==> src/hw/rtl/nmeax_pkg.sv <==
// Types, codes and constants of the NMEA RMC/GGA field extractor.
// No dependencies.
package nmeax_pkg;

  localparam int unsigned TIME_DIVISOR_DEF = 100;

  localparam logic [27:0] RMC_POS_RESET = 28'h5746A98;
  localparam logic [15:0] GGA_POS_RESET = 16'hA982;

  localparam int unsigned CFG_IDX_W = 1;
  localparam int unsigned CFG_DATA_W = 28;
  localparam logic [CFG_IDX_W-1:0] CFG_RMC_POS = 1'b0;
  localparam logic [CFG_IDX_W-1:0] CFG_GGA_POS = 1'b1;

  localparam logic [7:0] CH_STAR  = 8'h2A;
  localparam logic [7:0] CH_COMMA = 8'h2C;
  localparam logic [7:0] CH_POINT = 8'h2E;
  localparam logic [7:0] CH_ZERO  = 8'h30;
  localparam logic [7:0] CH_NINE  = 8'h39;

  localparam int unsigned IN_TDATA_W  = 16;
  localparam int unsigned IN_TUSER_W  = 2;
  localparam int unsigned OUT_TDATA_W = 48;
  localparam int unsigned OUT_TUSER_W = 5;

  typedef enum logic [1:0] {
    FUNC_FEED      = 2'd0,
    FUNC_BEGIN_RMC = 2'd1,
    FUNC_BEGIN_GGA = 2'd2,
    FUNC_NOP       = 2'd3
  } func_e;

  typedef enum logic [3:0] {
    FC_SPEED   = 4'd0,
    FC_DATE    = 4'd1,
    FC_TRACK   = 4'd2,
    FC_LONG    = 4'd3,
    FC_LAT     = 4'd4,
    FC_TIME    = 4'd5,
    FC_SATS    = 4'd6,
    FC_HDOP    = 4'd7,
    FC_ALT     = 4'd8,
    FC_LONGDIR = 4'd9,
    FC_LATDIR  = 4'd10
  } field_code_e;

  localparam int unsigned FLAG_SPEED   = 0;
  localparam int unsigned FLAG_ALTI    = 1;
  localparam int unsigned FLAG_DATE    = 2;
  localparam int unsigned FLAG_BEARING = 3;
  localparam int unsigned FLAG_LONG    = 4;
  localparam int unsigned FLAG_LAT     = 5;

  typedef struct packed {
    logic        captured;
    field_code_e code;
    logic [31:0] value;
    logic [3:0]  frac;
    logic [5:0]  flags;
    logic        is_time;
  } res_t;

endpackage

==> src/hw/rtl/nmeax_parser.sv <==
// Sentence state, configuration registers and field capture for one accepted item per cycle.
// Depends on nmeax_pkg.
module nmeax_parser import nmeax_pkg::*; (
  input  logic                  clk_i,
  input  logic                  rst_ni,
  input  logic                  cfg_we_i,
  input  logic [CFG_IDX_W-1:0]  cfg_idx_i,
  input  logic [CFG_DATA_W-1:0] cfg_data_i,
  input  logic                  accept_i,
  input  logic [1:0]            func_i,
  input  logic [7:0]            data_byte_i,
  input  logic [5:0]            clear_mask_i,
  output res_t                  res_o
);

  logic [27:0] rmc_q;
  logic [15:0] gga_q;
  logic [1:0]  mode_q, mode_d;
  logic [4:0]  cnt_q, cnt_d;
  logic [31:0] acc_q, acc_d;
  logic [3:0]  dcnt_q, dcnt_d;
  logic        seen_q, seen_d;
  logic [7:0]  letter_q, letter_d;
  logic [5:0]  flags_q, flags_d;

  logic [7:0]  digit_off;
  logic [4:0]  cnt_inc;
  logic [1:0]  mode_feed;
  logic        is_digit;
  res_t        res;

  function automatic logic pos_hit(input logic [4:0] n, input logic [3:0] pos);
    pos_hit = (n == {1'b0, pos});
  endfunction

  assign digit_off = data_byte_i - CH_ZERO;
  assign cnt_inc   = cnt_q + 5'd1;
  assign is_digit  = data_byte_i inside {[CH_ZERO:CH_NINE]};
  assign mode_feed = (data_byte_i == CH_STAR) ? 2'b00 : mode_q;

  always_comb begin
    mode_d   = mode_q;
    cnt_d    = cnt_q;
    acc_d    = acc_q;
    dcnt_d   = dcnt_q;
    seen_d   = seen_q;
    letter_d = letter_q;
    flags_d  = flags_q;
    res      = '0;
    if (accept_i) begin
      flags_d = flags_q & ~clear_mask_i;
      case (func_e'(func_i))
        FUNC_BEGIN_RMC, FUNC_BEGIN_GGA: begin
          cnt_d  = '0;
          acc_d  = '0;
          seen_d = 1'b0;
          mode_d = mode_q | ((func_e'(func_i) == FUNC_BEGIN_RMC) ? 2'b01 : 2'b10);
        end
        FUNC_FEED: begin
          mode_d = mode_feed;
          if (mode_feed != 2'b00) begin
            if (data_byte_i != CH_COMMA) begin
              if (is_digit) begin
                acc_d  = {acc_q[28:0], 3'b000} + {acc_q[30:0], 1'b0}
                       + {24'd0, digit_off};
                seen_d = 1'b1;
                if (dcnt_q != 4'hF) dcnt_d = dcnt_q + 4'd1;
              end else if (data_byte_i != CH_POINT) begin
                letter_d = data_byte_i;
              end else begin
                dcnt_d = '0;
              end
            end else begin
              cnt_d = cnt_inc;
              if (seen_q) begin
                res.value = acc_q;
                if (mode_feed[0]) begin
                  if (pos_hit(cnt_inc, rmc_q[3:0])) begin
                    res.captured = 1'b1;
                    res.code     = FC_SPEED;
                    flags_d[FLAG_SPEED] = 1'b1;
                  end else if (pos_hit(cnt_inc, rmc_q[11:8])) begin
                    res.captured = 1'b1;
                    res.code     = FC_DATE;
                    flags_d[FLAG_DATE] = 1'b1;
                  end else if (pos_hit(cnt_inc, rmc_q[7:4])) begin
                    res.captured = 1'b1;
                    res.code     = FC_TRACK;
                    flags_d[FLAG_BEARING] = 1'b1;
                  end else if (pos_hit(cnt_inc, rmc_q[15:12])) begin
                    res.captured = 1'b1;
                    res.code     = FC_LONG;
                    res.frac     = dcnt_q;
                  end else if (pos_hit(cnt_inc, rmc_q[19:16])) begin
                    res.captured = 1'b1;
                    res.code     = FC_LAT;
                    res.frac     = dcnt_q;
                  end
                end else begin
                  if (pos_hit(cnt_inc, gga_q[3:0])) begin
                    res.captured = 1'b1;
                    res.code     = FC_TIME;
                    res.is_time  = 1'b1;
                  end else if (pos_hit(cnt_inc, gga_q[7:4])) begin
                    res.captured = 1'b1;
                    res.code     = FC_SATS;
                  end else if (pos_hit(cnt_inc, gga_q[11:8])) begin
                    res.captured = 1'b1;
                    res.code     = FC_HDOP;
                  end else if (pos_hit(cnt_inc, gga_q[15:12])) begin
                    res.captured = 1'b1;
                    res.code     = FC_ALT;
                    flags_d[FLAG_ALTI] = 1'b1;
                  end
                end
                if (!res.captured) res.value = '0;
              end else if (mode_feed[0]) begin
                if (pos_hit(cnt_inc, rmc_q[23:20])) begin
                  res.captured = 1'b1;
                  res.code     = FC_LONGDIR;
                  res.value    = {24'd0, letter_q};
                  flags_d[FLAG_LONG] = 1'b1;
                end else if (pos_hit(cnt_inc, rmc_q[27:24])) begin
                  res.captured = 1'b1;
                  res.code     = FC_LATDIR;
                  res.value    = {24'd0, letter_q};
                  flags_d[FLAG_LAT] = 1'b1;
                end
              end
              acc_d  = '0;
              dcnt_d = '0;
              seen_d = 1'b0;
            end
          end
        end
        default: begin
        end
      endcase
    end
    res.flags = flags_d;
  end

  assign res_o = res;

  always_ff @(posedge clk_i or negedge rst_ni) begin
    if (!rst_ni) begin
      rmc_q    <= RMC_POS_RESET;
      gga_q    <= GGA_POS_RESET;
      mode_q   <= '0;
      cnt_q    <= '0;
      acc_q    <= '0;
      dcnt_q   <= '0;
      seen_q   <= 1'b0;
      letter_q <= '0;
      flags_q  <= '0;
    end else begin
      if (cfg_we_i) begin
        case (cfg_idx_i)
          CFG_RMC_POS: rmc_q <= cfg_data_i[27:0];
          CFG_GGA_POS: gga_q <= cfg_data_i[15:0];
          default: begin
          end
        endcase
      end
      mode_q   <= mode_d;
      cnt_q    <= cnt_d;
      acc_q    <= acc_d;
      dcnt_q   <= dcnt_d;
      seen_q   <= seen_d;
      letter_q <= letter_d;
      flags_q  <= flags_d;
    end
  end

endmodule

==> src/hw/rtl/nmeax_div_pipe.sv <==
// Three-stage result pipeline: capture register, reciprocal partial products,
// time quotient and output register. Depends on nmeax_pkg.
module nmeax_div_pipe import nmeax_pkg::*; #(
  parameter int unsigned TIME_DIVISOR = TIME_DIVISOR_DEF
) (
  input  logic clk_i,
  input  logic rst_ni,
  input  logic in_valid_i,
  output logic in_ready_o,
  input  res_t in_res_i,
  output logic out_valid_o,
  input  logic out_ready_i,
  output res_t out_res_o
);

  localparam int unsigned SHIFT_L = $clog2(TIME_DIVISOR);
  localparam int unsigned SHIFT   = 32 + SHIFT_L;
  localparam logic [63:0] MUL_FULL =
    ((64'd1 << SHIFT) + 64'(TIME_DIVISOR) - 64'd1) / 64'(TIME_DIVISOR);
  localparam logic [32:0] MUL    = MUL_FULL[32:0];
  localparam int unsigned PROD_W = 65 + SHIFT_L;

  logic        v1_q, v2_q, v3_q;
  logic        rdy1, rdy2, rdy3;
  res_t        r1_q, r2_q, r3_q;
  logic [48:0] plo_q, phi_q;
  logic [PROD_W-1:0] prod;
  res_t        r3_d;

  assign rdy3       = !v3_q || out_ready_i;
  assign rdy2       = !v2_q || rdy3;
  assign rdy1       = !v1_q || rdy2;
  assign in_ready_o = rdy1;

  assign prod = {{(PROD_W-65){1'b0}}, phi_q, 16'd0}
              + {{(PROD_W-49){1'b0}}, plo_q};

  always_comb begin
    r3_d = r2_q;
    if (r2_q.is_time) r3_d.value = prod[SHIFT +: 32];
  end

  always_ff @(posedge clk_i or negedge rst_ni) begin
    if (!rst_ni) begin
      v1_q <= 1'b0;
      v2_q <= 1'b0;
      v3_q <= 1'b0;
    end else begin
      if (rdy1) v1_q <= in_valid_i;
      if (rdy2) v2_q <= v1_q;
      if (rdy3) v3_q <= v2_q;
    end
  end

  always_ff @(posedge clk_i) begin
    if (rdy1) r1_q <= in_res_i;
    if (rdy2) begin
      r2_q  <= r1_q;
      plo_q <= {33'd0, r1_q.value[15:0]} * {16'd0, MUL};
      phi_q <= {33'd0, r1_q.value[31:16]} * {16'd0, MUL};
    end
    if (rdy3) r3_q <= r3_d;
  end

  assign out_valid_o = v3_q;
  assign out_res_o   = r3_q;

endmodule

==> src/hw/rtl/nmea_rmc_gga_field_extractor.sv <==
// Channel   | Group   | Payload (low bit up)
// ----------+---------+------------------------------------------------------
// input     | s_axis  | tuser: func[1:0]; tdata: data_byte[7:0], clear_mask[13:8]
// result    | m_axis  | tuser: captured[0], field_code[4:1];
//           |         | tdata: field_value[31:0], frac_digits[35:32], new_flags[41:36]
// config    | cfg     | cfg_we_i, cfg_idx_i (0 rmc, 1 gga), cfg_data_i
//
// One item per cycle unless m_axis stalls; results pass capture, product, output registers.
// Sentence state updates in the cycle the item is taken; the time quotient is a
// reciprocal multiply split into two partial products over the next two stages.
// Reset clears sentence state and flags and loads the default comma positions.
// A stall on m_axis holds the pipeline; s_axis_tready_o drops only when all stages are full.
module nmea_rmc_gga_field_extractor import nmeax_pkg::*; #(
  parameter int unsigned TIME_DIVISOR = TIME_DIVISOR_DEF
) (
  input  logic                   clk_i,
  input  logic                   rst_ni,
  input  logic                   cfg_we_i,
  input  logic [CFG_IDX_W-1:0]   cfg_idx_i,
  input  logic [CFG_DATA_W-1:0]  cfg_data_i,
  input  logic                   s_axis_tvalid_i,
  output logic                   s_axis_tready_o,
  input  logic [IN_TDATA_W-1:0]  s_axis_tdata_i,   // data_byte, clear_mask
  input  logic [IN_TUSER_W-1:0]  s_axis_tuser_i,   // func
  output logic                   m_axis_tvalid_o,
  input  logic                   m_axis_tready_i,
  output logic [OUT_TDATA_W-1:0] m_axis_tdata_o,   // field_value, frac_digits, new_flags
  output logic [OUT_TUSER_W-1:0] m_axis_tuser_o    // captured, field_code
);

  logic accept;
  res_t parse_res;
  res_t out_res;

  assign accept = s_axis_tvalid_i && s_axis_tready_o;

  nmeax_parser u_parser (
    .clk_i        (clk_i),
    .rst_ni       (rst_ni),
    .cfg_we_i     (cfg_we_i),
    .cfg_idx_i    (cfg_idx_i),
    .cfg_data_i   (cfg_data_i),
    .accept_i     (accept),
    .func_i       (s_axis_tuser_i[1:0]),
    .data_byte_i  (s_axis_tdata_i[7:0]),
    .clear_mask_i (s_axis_tdata_i[13:8]),
    .res_o        (parse_res)
  );

  nmeax_div_pipe #(
    .TIME_DIVISOR (TIME_DIVISOR)
  ) u_div_pipe (
    .clk_i       (clk_i),
    .rst_ni      (rst_ni),
    .in_valid_i  (s_axis_tvalid_i),
    .in_ready_o  (s_axis_tready_o),
    .in_res_i    (parse_res),
    .out_valid_o (m_axis_tvalid_o),
    .out_ready_i (m_axis_tready_i),
    .out_res_o   (out_res)
  );

  assign m_axis_tdata_o = {6'd0, out_res.flags, out_res.frac, out_res.value};
  assign m_axis_tuser_o = {out_res.code, out_res.captured};

endmodule

==> config.mk <==
export PLATFORM = sky130hd
export DESIGN_NAME = nmea_rmc_gga_field_extractor
export DESIGN_NICKNAME = d
export VERILOG_FILES = /design/src/hw/rtl/nmeax_pkg.sv /design/src/hw/rtl/nmeax_parser.sv /design/src/hw/rtl/nmeax_div_pipe.sv /design/src/hw/rtl/nmea_rmc_gga_field_extractor.sv
export SDC_FILE = /design/constraint.sdc
export NUM_CORES = 2
export LEC_CHECK = 0
export BUFFER_PORTS_ARGS = -buffer_cell sky130_fd_sc_hd__buf_2
export CAP_MARGIN = 20
export CELL_PAD_IN_SITES_DETAIL_PLACEMENT = 1
export CELL_PAD_IN_SITES_GLOBAL_PLACEMENT = 1
export CORE_MARGIN = 2
export CORE_UTILIZATION = 52
export DETAILED_ROUTE_END_ITERATION = 12
export GPL_ROUTABILITY_DRIVEN = 0
export PLACE_DENSITY = 0.92
export SLEW_MARGIN = 5
export SYNTH_ARGS = -nofsm -noshare
export SYNTH_HDL_FRONTEND = slang
export SYNTH_SLANG_ARGS = --single-unit
==> constraint.sdc <==
create_clock -name clk_i -period 8.82 [get_ports clk_i]
set_clock_uncertainty 0.15 [all_clocks]
set_input_delay 2.205 -clock clk_i [delete_from_list [all_inputs] [get_ports clk_i]]
set_output_delay 2.205 -clock clk_i [all_outputs]
set_load 0.1 [all_outputs]
# Word-level counts from Yosys, hierarchy flattened
# Cells that the tools add are included.
[totals]
word_cells = 159
input_bits = 52
output_inout_bits = 55
ff_bits = 346
mem_bits_rw = 0
mem_count = 0
latchBits = 0
romBits = 0
[op_classes]
shift = 0
bitwise = 10
muxes = 64
reduce_logical = 22
magnitude_cmp = 2
n_mul = 2
n_eq_ne = 22
n_div = 0
add_sub_neg = 6
[ops]
columns = ["op", "count"]
rows = [
  ["$mux 32", 5],
  ["$mux 37", 4],
  ["$mul 16x33->49 const B", 2],
  ["$mux 5", 17],
  ["$add 65x49->66", 1],
  ["$pmux 32 s2", 1],
  ["$eq 5x4->1", 11],
  ["$add 32x32->32", 1],
  ["$add 32x8->32", 1],
  ["$mux 4", 7],
  ["$mux 6", 4],
  ["$mux 1", 17],
  ["$ne 8x6->1 const B", 2],
  ["$mux 2", 6],
  ["$pmux 5 s2", 1],
  ["$reduce_or 9->1", 1],
  ["$eq 8x6->1 const B", 1],
  ["$ge 8x6->1 const B", 1],
  ["$le 8x6->1 const B", 1],
  ["$reduce_and 4->1", 2],
  ["$sub 8x6->8 const B", 1],
  ["$not 1->1", 7],
  ["$and 6x6->6", 1],
  ["$ne 3x2->1 const B", 2],
  ["other kinds (23)", 31],
]

# Logic depth before layout (Yosys ltp)
[depth]
depth_word = 15
mapped_depth = 23
depth_no_buf = 22

# By module
# A second synthesis with hierarchy kept.
[hier_totals]
hier_cells = 2889
area_unflattened_um2 = 31545.3
[by_module_without_submodules]
columns = ["module", "cells_per_inst", "area_per_inst_um2", "seq_area_each_um2", "n_inst"]
rows = [
  ["nmeax_div_pipe", 2139, 24288.3, 6831.6, 1],
  ["nmeax_parser", 742, 7201.9, 2576.2, 1],
  ["nmea_rmc_gga_field_extractor", 8, 55.1, 0.0, 1],
]

# Worst setup path before layout
# No wires, ideal clock.
[synth_timing]
path_type = "input to register"
startpoint = "in m_axis_tready_i"
endpoint = "reg u_div_pipe.r1_q[11] in the netlist's numbering, data pin"
setup_time_ns = 0.256
path_slack_ns = 1.727
n_path_buf = 1
arrival_time_ns = 6.687
cell_stages = 10
required_ns = 8.414
cell_sequence = "nand4b_1 -> nand2_1 -> a21oi_1 -> nand2_1 -> nor3_1 -> nand2_1 -> nor2_1 -> o32a_2 -> buf_2 -> a22o_1"
[synth_via]
elab_chain_cells = 6
[synth_lines]
columns = ["element", "line", "source"]
rows = [
  ["start, declared", "nmea_rmc_gga_field_extractor.sv:26", "input logic m_axis_tready_i,"],
  ["$logic_or 1x1->1", "nmeax_div_pipe.sv:30", "assign rdy3 = !v3_q || out_ready_i;"],
  ["$logic_or 1x1->1", "nmeax_div_pipe.sv:31", "assign rdy2 = !v2_q || rdy3;"],
  ["$logic_or 1x1->1", "nmeax_div_pipe.sv:32", "assign rdy1 = !v1_q || rdy2;"],
  ["$logic_and 1x1->1", "nmea_rmc_gga_field_extractor.sv:35", "assign accept = s_axis_tvalid_i && s_axis_tready_o;"],
  ["$not 1->1 (no source line)", "--", ""],
  ["$reduce_or 4->1 (no source line)", "--", ""],
  ["end signal, assigned", "nmeax_div_pipe.sv:56", "if (rdy1) r1_q <= in_res_i;"],
  ["end, declared", "nmeax_div_pipe.sv:25", "res_t r1_q, r2_q, r3_q;"],
]
# Every way passes these cells.
# A chain may end at the register's enable or synchronous reset.

# Worst setup path after layout
[layout_timing]
startpoint = "reg u_div_pipe.r1_q[21] in the netlist's numbering"
endpoint = "reg u_div_pipe.plo_q[47], data pin"
[layout_via]
elab_chain_cells = 1
[layout_lines]
columns = ["element", "line", "source"]
rows = [
  ["$mul 16x33->49", "nmeax_div_pipe.sv:59", "plo_q <= {33'd0, r1_q.value[15:0]} * {16'd0, MUL};"],
  ["end signal, assigned", "nmeax_div_pipe.sv:59", ""],
  ["end, declared", "nmeax_div_pipe.sv:26", "logic [48:0] plo_q, phi_q;"],
]
# Every way passes these cells.

==> run metrics <==
outcome completed; #FFs+latches synth 329; largest net degree at the start of global routing 76; Setup crit end kind register; DR pass1 iterations 8; Max Slew Vio Count 0; mapped cell area 31700 sq um; Yosys top cell by area edfxtp_1; worst vdd ir 0.180 mV; Final TNS setup 0 ns; post-route minimum period 8.17 ns; GRT met2 Usage 0.664; top post-synthesis cells by area edfxtp_1 (21%), fa_1 (20%), ha_1 (18%); gr usage total 0.414; HPWL Detailed 84.1 mm; clk slew on worst S/H paths 0.07 ns; RR Endpoint u_div_pipe.plo_q[47]; DIE AREA roughly 63000 sq um; Setup Buffers After CTS 0; Final Hold Fails 0; crit-path most repeated cell fa_1; EDFF count, synth 224; post-DR wirelength/cell approximately 34 um; global routing usage on met3 0.144; Tot Pwr 11.8 mW; fmax 0.122 GHz; # setup viols final 0; Vias/cell just under 7; post-cts resize count 0; initial antenna violation count 9; TritonCTS clock tree built; number of global-route vias before repair roughly 30000; DRC errors left 0; max cap viols 0; Root Driver clkbuf_16; hold depth 0; Initial Utilization 0.525; Hold Slack 0.278 ns; period utilization 0.926; critical path's slowest cell fa_1; Placed Instances 3783; Ys Warns 0; Finished Layout Cells 3858; LEAKAGE 17.1 nW; remaining global-route overflow 0; reg2reg start u_div_pipe.r1_q[21]; Worst Hold End u_div_pipe.out_res_o[1]; vias post-DR 26583; IO Count 107; Pwr Density 343 nW/um^2; Post-synth top flop edfxtp_1; wire length of the first global-routing pass about 190 mm; antenna-violating nets left 0; WP data arrival 8.37 ns; height of the chip around 250 um; CTS Sinks about 330; CTS buffer count 38; min-delay src u_div_pipe.r2_q[1]; synthesized area per cell 10.8 sq um; buffers and inverters on the worst path 2; # rows 90; PortBufs 98; initial DRC count 3119; WP data required 9.02 ns; register area share after synthesis 0.296; RSZ-0062 raised after global routing false; Max Buffers Root-to-Sink 3; Core ar. 60400 sq um; CTS HTree Levels 2; crit path cell chain fa_1 > fa_1 > inv_1 > fa_1 > fa_1 > fa_1 > inv_1 > ha_1 > ha_1 > a21o_1 > a21oi_1 > o21ai_0 > a31oi_1 > nand3b_1 > o211ai_1 > a211o_1 > o21bai_1 > xor2_1; post-synth cell types 88; Max FO, Critical Path 7; most frequent cell after synthesis inv_1; CP peak stage delay approximately 1 ns; Clock Latency Late Sink 0.62 ns; final WL between 100 and 150 mm; FFs w/ async S/R, synth 0.319; Layout Nets 3868; critical path class reg2reg; top cells by count, synth inv_1 (573), ha_1 (454), fa_1 (320); GR peak layer met2; Die Span X between 200 and 300 um; r2r worst-path depth 18; Slew @ Worst Pin roughly 1.1 ns; flop2flop setup slack 0.65 ns; hold_buf cts 0; post-layout util 0.569; startpoint types register; hold crit path type reg2reg; post-synth top area share 0.212; layout cell share with drive strength beyond 1 0.0934; synthesis-to-layout area growth 8.41%; Slew HR 0.244; met1 Use GR 0.437; Cells after Synth 2946; critical path's top delay family adder cells
[logic make-up (layout without fill, tap and decap cells)]
group,after synthesis,in the layout,share of synthesized area
xor gates and xnor gates,159,159,0.0442
other,1,10,0.000118
DFF,329,329,0.296
muxes,59,59,0.0209
and+or+nand+nor,491,491,0.0772
adders and majority gates,774,774,0.381
AOI/OAI and AO/OA,499,499,0.103
buffers and inverters,634,755,0.0769
[state kept, by name (all words and copies together) (netlist names), 2 cells and up]
register / cells
u_div_pipe.phi_q: 49
u_div_pipe.r1_q: 48
u_div_pipe.out_res_o: 47
u_div_pipe.r2_q: 46
u_div_pipe.plo_q: 34
u_parser.acc_q: 32
u_parser.rmc_q: 28
u_parser.gga_q: 16
u_parser.letter_q: 8
u_parser.flags_q: 6
u_parser.cnt_q: 5
u_parser.dcnt_q: 4
u_parser.mode_q: 2
[power by group]
group	switching [mW]	total [mW]	internal, mW
Clock	0.798	1.77	0.976
Combinational	5.00	7.52	2.53
Sequential	0.277	2.48	2.21
Total	6.07	11.8	5.71
[cells in the final DEF (no fill, tap or decap), drive strengths merged, types with 19 or more instances in the layout]
master  netlist  final
fa          320    320
o21ai       118    118
ha          454    454
and2         38     38
dfstp        19     19
nand2       131    131
dfrtp        86     86
a21oi       142    142
buf          21    112
xor2         72     72
nand3        53     53
nor3         30     30
a21o         56     56
xnor2        87     87
inv         573    574
nand4        19     19
nor2        109    109
o211ai       19     19
clkbuf       40     48
edfxtp      224    224
mux2         58     58
nor2b        23     23
[worst max-delay path by stage]
stage / startpoint / to / slack, ns / cells after the start
6_report: u_div_pipe.r1_q[21] / u_div_pipe.plo_q[47] / 0.65 / 18
5_1_grt: u_div_pipe.r1_q[21] / u_div_pipe.plo_q[47] / 0.84 / 18
4_1_cts: u_div_pipe.r1_q[32] / u_div_pipe.phi_q[35] / 1.08 / 21
3_5_place_dp: u_div_pipe.r1_q[32] / u_div_pipe.phi_q[35] / 1.42 / 21
3_3_place_gp: u_div_pipe.r1_q[15] / u_div_pipe.plo_q[34] / 1.90 / 20
2_1_floorplan: m_axis_tready_i / u_div_pipe.r1_q[11] / 1.73 / 10
[per-stage QoR]
step | setup slack, ns | area [sq um]
finish | 0.651 | 34400
global route | 0.835 | 34300
CTS | 1.08 | 34300
detailed placement | 1.42 | 33000
global placement | 1.90 | 33000
floorplan | 1.73 | 31700
[cell type report]
| type | count | area, sq um |
|---|---|---|
| sequential | 329 | 9380 |
| antenna | 4 | 10.0 |
| inverter | 573 | 2150 |
| clock buffer | 48 | 1050 |
| tap | 782 | 978 |
| clock inverter | 22 | 278 |
| fill | 6382 | 26000 |
| timing repair buffer | 112 | 598 |
| multi-input combinational | 1988 | 19900 |
[metal layers]
layer	vias to the layer above	share of wire	wire length, um
met2	2327	0.46	59100
met1	13086	0.32	41400
met4	10	0.11	13600
met5	-	0.00052	67
met3	1031	0.12	15200
li1	10129	-	-
(Power assumes the default switching activity.)
